$ cat src/dual_marker_rle_decoder_assert.svh
// Assertion macros for the dual marker run-length decoder.
`ifndef DUAL_MARKER_RLE_DECODER_ASSERT_SVH
`define DUAL_MARKER_RLE_DECODER_ASSERT_SVH

`ifndef ASSERT_OFF
// Checks that the consequent holds in the same cycle as the antecedent.
`define DMRD_ASSERT_SAME(lbl, clk, rst_n, ante, cons, msg) \
  lbl: assert property (@(posedge clk) disable iff (!rst_n) (ante) |-> (cons)) \
    else $error(msg);
// Checks that the consequent holds in the cycle after the antecedent.
`define DMRD_ASSERT_NEXT(lbl, clk, rst_n, ante, cons, msg) \
  lbl: assert property (@(posedge clk) disable iff (!rst_n) (ante) |=> (cons)) \
    else $error(msg);
`else
`define DMRD_ASSERT_SAME(lbl, clk, rst_n, ante, cons, msg)
`define DMRD_ASSERT_NEXT(lbl, clk, rst_n, ante, cons, msg)
`endif

`endif

$ cat src/dmrd_pkg.sv
// Shared types and constants of the dual marker run-length decoder.
package dmrd_pkg;

  localparam int BYTE_W  = 8;
  localparam int LEN_W   = 16;
  localparam int SIZE_W  = 24;
  localparam int TOTAL_W = 25;
  localparam int ADDR_W  = 2;

  localparam logic [ADDR_W-1:0] REG_SHORT_MARKER = 2'd0;
  localparam logic [ADDR_W-1:0] REG_LONG_MARKER  = 2'd1;
  localparam logic [ADDR_W-1:0] REG_IMAGE_SIZE   = 2'd2;

  typedef struct packed {
    logic [BYTE_W-1:0]  value;
    logic [LEN_W-1:0]   length;
    logic [TOTAL_W-1:0] total;
  } run_token_t;

  typedef struct packed {
    logic [BYTE_W-1:0] short_marker;
    logic [BYTE_W-1:0] long_marker;
    logic [SIZE_W-1:0] image_size;
  } cfg_regs_t;

  typedef struct packed {
    logic finished;
    logic push;
  } front_status_t;

endpackage

$ cat src/dmrd_queue.sv
// Small register queue of run tokens between the parser and the output stage.
module dmrd_queue import dmrd_pkg::*; #(
  parameter int DEPTH = 2
) (
  input  logic       clk,
  input  logic       rst_n,
  input  logic       push,
  input  run_token_t push_token,
  input  logic       pop,
  output run_token_t pop_token,
  output logic       full,
  output logic       empty
);

  localparam int PTR_W = $clog2(DEPTH);
  localparam int CNT_W = $clog2(DEPTH + 1);

  run_token_t       mem_r [DEPTH];
  logic [PTR_W-1:0] wr_ptr_r, wr_ptr_nxt;
  logic [PTR_W-1:0] rd_ptr_r, rd_ptr_nxt;
  logic [CNT_W-1:0] count_r, count_nxt;
  logic             do_push;
  logic             do_pop;

  assign full    = (count_r == CNT_W'(DEPTH));
  assign empty   = (count_r == '0);
  assign do_push = push && !full;
  assign do_pop  = pop && !empty;

  always_comb begin
    wr_ptr_nxt = wr_ptr_r;
    rd_ptr_nxt = rd_ptr_r;
    count_nxt  = count_r;
    if (do_push) begin
      wr_ptr_nxt = (wr_ptr_r == PTR_W'(DEPTH - 1)) ? '0 : wr_ptr_r + PTR_W'(1);
    end
    if (do_pop) begin
      rd_ptr_nxt = (rd_ptr_r == PTR_W'(DEPTH - 1)) ? '0 : rd_ptr_r + PTR_W'(1);
    end
    if (do_push && !do_pop) begin
      count_nxt = count_r + CNT_W'(1);
    end else if (do_pop && !do_push) begin
      count_nxt = count_r - CNT_W'(1);
    end
  end

  always_ff @(posedge clk) begin
    if (!rst_n) begin
      wr_ptr_r <= '0;
      rd_ptr_r <= '0;
      count_r  <= '0;
    end else begin
      wr_ptr_r <= wr_ptr_nxt;
      rd_ptr_r <= rd_ptr_nxt;
      count_r  <= count_nxt;
    end
  end

  always_ff @(posedge clk) begin
    if (do_push) begin
      mem_r[wr_ptr_r] <= push_token;
    end
  end

  assign pop_token = mem_r[rd_ptr_r];

endmodule

$ cat config.mk
export PLATFORM = sky130hd
export DESIGN_NAME = dmrd_queue
export DESIGN_NICKNAME = d
export VERILOG_FILES = /design/src/dual_marker_rle_decoder_assert.svh /design/src/dmrd_pkg.sv /design/src/dmrd_queue.sv
export SDC_FILE = /design/constraint.sdc
export NUM_CORES = 1
export LEC_CHECK = 0
export BUFFER_PORTS_ARGS = -buffer_cell sky130_fd_sc_hd__buf_2
export CAP_MARGIN = 25
export CORE_ASPECT_RATIO = 1.1
export CORE_MARGIN = 10
export CORE_UTILIZATION = 51
export DETAILED_ROUTE_END_ITERATION = 10
export GPL_ROUTABILITY_DRIVEN = 1
export GPL_TIMING_DRIVEN = 1
export PLACE_DENSITY = 0.88
export SLEW_MARGIN = 20
export SYNTH_ARGS = -nofsm -noshare
export SYNTH_HDL_FRONTEND = slang
export SYNTH_SLANG_ARGS = --single-unit
$ cat constraint.sdc
create_clock -name clk -period 3.8 [get_ports clk]
set_input_delay 0.19 -clock clk [delete_from_list [all_inputs] [get_ports clk]]
set_output_delay 0.19 -clock clk [all_outputs]
set_load 0.005 [all_outputs]
-- Yosys cells after proc, flatten, opt, wreduce, memory -nomap -nowiden
Memory sizes are Yosys's and may differ from the RTL's. A register that Yosys moved wholly into a read port is not among the register bits.
Cells that the tools add are included.
- input port bits: 53
- word-level logic and storage cells: 27
- RAM bits: 98
- register bits: 4
- memories kept: 1
- memory list (name ; words ; width ; read ports ; clocked after memory_dff ; write ports ; line ; RTL):
    mem_r ; 2 ; 49 ; 1 ; 1 ; 1 ; dmrd_queue.sv:18 ; run_token_t mem_r [DEPTH];
- add/sub/neg operators: 4
- reductions and logical operators: 10
- multiplexer cells: 8
- eq/ne operators: 1
- operators by type and width (operator ; count):
    1-bit two-way mux ; 6
    1-bit logical AND ; 4
    1-bit zero test ; 4
    2-bit two-way mux ; 2
    1-bit adder, second input constant ; 2
    2-bit by 1-bit adder with 2-bit output, second input constant ; 1
    2-bit equality test, second input constant ; 1
    2-bit zero test ; 1
    2-bit nonzero test ; 1
    2-bit by 1-bit subtractor with 2-bit output, second input constant ; 1

-- Logic depth before layout (Yosys ltp)
- depth in word-level cells: 7
- mapped depth: 7
- mapped depth without buffers: 7

-- Worst setup path after synthesis
Ideal clock, no wire load.
- kind: reg-to-reg
- from: register count_r[0]
- to: memory mem_r[0][0] (netlist name), enable pin
- cell stages (with the launch flop): 4
- path buffers: 0
- period minus slack after synthesis: 2.966 ns
- slack: 0.834 ns
- required time: 3.351 ns
- data arrival time: 2.518 ns
- setup time: 0.449 ns
- cell sequence: dfxtp_1 -> nand2b_1 -> inv_2 -> nor3_2
- longest elaborated chain between the ends: 5
- ends and longest elaborated chain (what ; line ; RTL):
    start, declared ; dmrd_queue.sv:21 ; logic [CNT_W-1:0] count_r, count_nxt;
    start signal, assigned ; dmrd_queue.sv:55 ; count_r <= count_nxt;
    2-bit equality test ; dmrd_queue.sv:25 ; assign full = (count_r == CNT_W'(DEPTH));
    via full ; dmrd_queue.sv:11 ; output logic full,
    1-bit zero test ; dmrd_queue.sv:27 ; assign do_push = push && !full;
    1-bit logical AND ; dmrd_queue.sv:27 ;
    1-bit two-way mux ; dmrd_queue.sv:60 ; if (do_push) begin
    1-bit two-way mux (implied by the code) ; dmrd_queue.sv:61 ; mem_r[wr_ptr_r] <= push_token;
    end, declared ; dmrd_queue.sv:18 ;
The timed path passes the listed nets, and every way through them passes these cells.

==> out/results.ini <==
[synthesis]
avgSynthCellArea_um2=21.3
synthArstFlopShare_pct=0
synth_commonest_cells=edfxtp_1 (98), mux2_2 (39), mux2_1 (10), dfxtp_1 (5)
yosysSeqAreaShare_pct=80.9
synth_cells=177
synthTopCellsByArea=edfxtp_1 (78%), mux2_2 (12%), mux2_1 (3.0%)
synth_cell_types=23
synth_area_mm2=0.00376
synth_ff_type=edfxtp_1
synth_most_common_cell=edfxtp_1
synth_edf_count=98
syn-num-nets=231
ys_ff_latch=103
synth_top_area_cell=edfxtp_1
yosys_warnings=0
netlist.area_leader.share_pct=78.2

[grt]
grt_pass1_wl_um=10500
track_usage_pct=12.3
antenna_found_initial=0
grt_start_max_net_pins=27
grt_pass1_vias=2085
grt_overflow=0

[worst_setup_path]
endpoint_kind=primary output
crit_chain=buf_16 > mux2_2 > buf_2
crit_family=flip-flops
crit_path_top_delay_cell=dfxtp_2
crit_required_ns=3.61
cpPeakStageDelay_ns=0.75
crit-reg2reg-launch=count_r[0]$_SDFFE_PN0P_
startpoint_type=register
worst-path-stages=3
r2r-end=mem_r[1][40]$_DFFE_PP_
cp-endpoint=pop_token[41]
critical_path_class=reg -> out
critPathBufInv=2
cp_max_fo=25
crit_arrival_ns=1.86
r2r_cells=3
r2r_slack_ns=2.02

[placement]
gp_congestion=0.658
preCtsSetupSlack_ns=2.00
portBuffers=103
hpwlAfterDp_um=4820

[floorplanning]
start_util_pct=53.1
die_y_um=110
die_w_um=102
die_area_mm2=0.0112
rows=32
io-pin-count=104
fp.coreArea_mm2=0.00709

[clock_network]
path_clk_slew_ns=0.08
cts_sinks=103
h-tree-depth=3
cts-buffers-inserted=9
cts_tree=done
root_buffer=clkbuf_8
clk_path_buf_depth=2
ctsResizeCount=0
clk_latency_ns=0.35
post_cts_buffers=0

[cells_and_area]
area_growth_pct=26.2
antenna_cells=0
nets=359
layout-drive-gt1-share_pct=52.1
fillers=490

[timing]
maxSlewHeadroom_pct=57.1
setup_viol_count_final=0
rsz0062_at_grt=no
min_period_over_period_pct=53.8
final_hold_viol_count=0
tightest_slew_ns=0.643
clock_skew_ns=0.00487
setup_tns_ns=0
setup_slack_ns=1.75
slew_viol_final=0
post-route-min-period_ns=2.05
fmax_ghz=0.489

[detailed_routing]
drc_errors=0
wire_per_inst_um=17.7
first_pass_iters=4
wirelength_um=6970
via_per_inst=5.06
ant_nets=0
vias=1993
dr.first_iter.drc_count=78

[power]
p_per_area_mw_per_mm2=595
ir_drop_mv=0.324
p_leak_uw=0.00178

[worst_hold_path]
holdCritPathClass=in -> reg

[run]
cap_viol_max_count=0

[outcome]
run_status=complete, no violations

[how the worst min path moves through the flow]
stage          slack, ns                     end            from  depth (start not counted)
3_3_place_gp        0.38  mem_r[1][38]$_DFFE_PP_  push_token[38]                          1
4_1_cts            0.004   mem_r[0][9]$_DFFE_PP_   push_token[9]                          1
6_report            0.02   mem_r[1][9]$_DFFE_PP_   push_token[9]                          1
5_1_grt           0.0004   mem_r[0][9]$_DFFE_PP_   push_token[9]                          1
3_5_place_dp        0.38  mem_r[0][38]$_DFFE_PP_  push_token[38]                          1
2_1_floorplan       0.29   mem_r[0][0]$_DFFE_PP_   push_token[0]                          0
[logic make-up after synthesis]
group	synth area share, %
AO/OA/AOI/OAI	0.865
XOR/XNOR	0.698
adder cells (fa/ha/maj)	0.333
buffers and inverters	1.10
flip-flops	80.9
multiplexers	14.7
AND/OR/NAND/NOR	1.46
[layer usage]
| layer | share of wire, % | global-route usage, % |
|---|---|---|
| met5 | 0 | 0 |
| met1 | 38 | 13.1 |
| met4 | 1.5 | 5.95 |
| met2 | 51 | 20.2 |
| met3 | 8.8 | 6.16 |
[metrics by stage]
step           hold slack (ns)  util [%]  cells  power (uW)  cell area (um2)
3_5_place_dp             0.381      62.4    364        2240             4420
6_report                0.0198      67.0    394        2830             4750
5_1_grt               0.000444      67.0    394        2990             4750
2_1_floorplan            0.289         -    177        1920             3760
4_1_cts                0.00427      64.9    379        2860             4600
3_3_place_gp             0.378      61.7    362        2180             4370
[flip-flops by register name, indices dropped and copies added, names as in the netlist, named ones only]
name,count
mem_r,98
wr_ptr_r,1
rd_ptr_r,1
count_r,2
[placed cells by master (no fill, tap or decap), types with 2 or more instances in the layout]
cell             n
buf_2          103
edfxtp_1        98
nor2_1           2
clkinv_1         4
mux2_2          39
mux2_1          10
dfxtp_1          4
clkbuf_8         9
xnor2_1          2
and2_1           3
buf_4            2
dlygate4sd3_1   15
[what timing repair did]
item,CTS,global route
endpoints found under the hold margin,0,28
setup endpoints to repair,0,0
hold buffers,0,15
[where the power goes]
part	switching (uW)	leakage [uW]	total [uW]	internal [uW]
clock	328	0.0000853	620	292
combinational	319	0.000742	701	382
sequential	79.4	0.000957	1510	1430
total	727	0.00178	2830	2100
[area by class of cell]
cell class                      count  area (um2)  share of cell area (%)
Timing Repair Buffer              122         728                    15.3
Inverter                            2        7.51                   0.158
Tap cell                           85         106                    2.24
Multi-Input combinational cell     67         686                    14.4
Clock inverter                      6        52.6                    1.11
Sequential cell                   103        3040                    64.1
Clock buffer                        9         124                    2.61
Note: power is estimated with default switching activity, not from simulation.
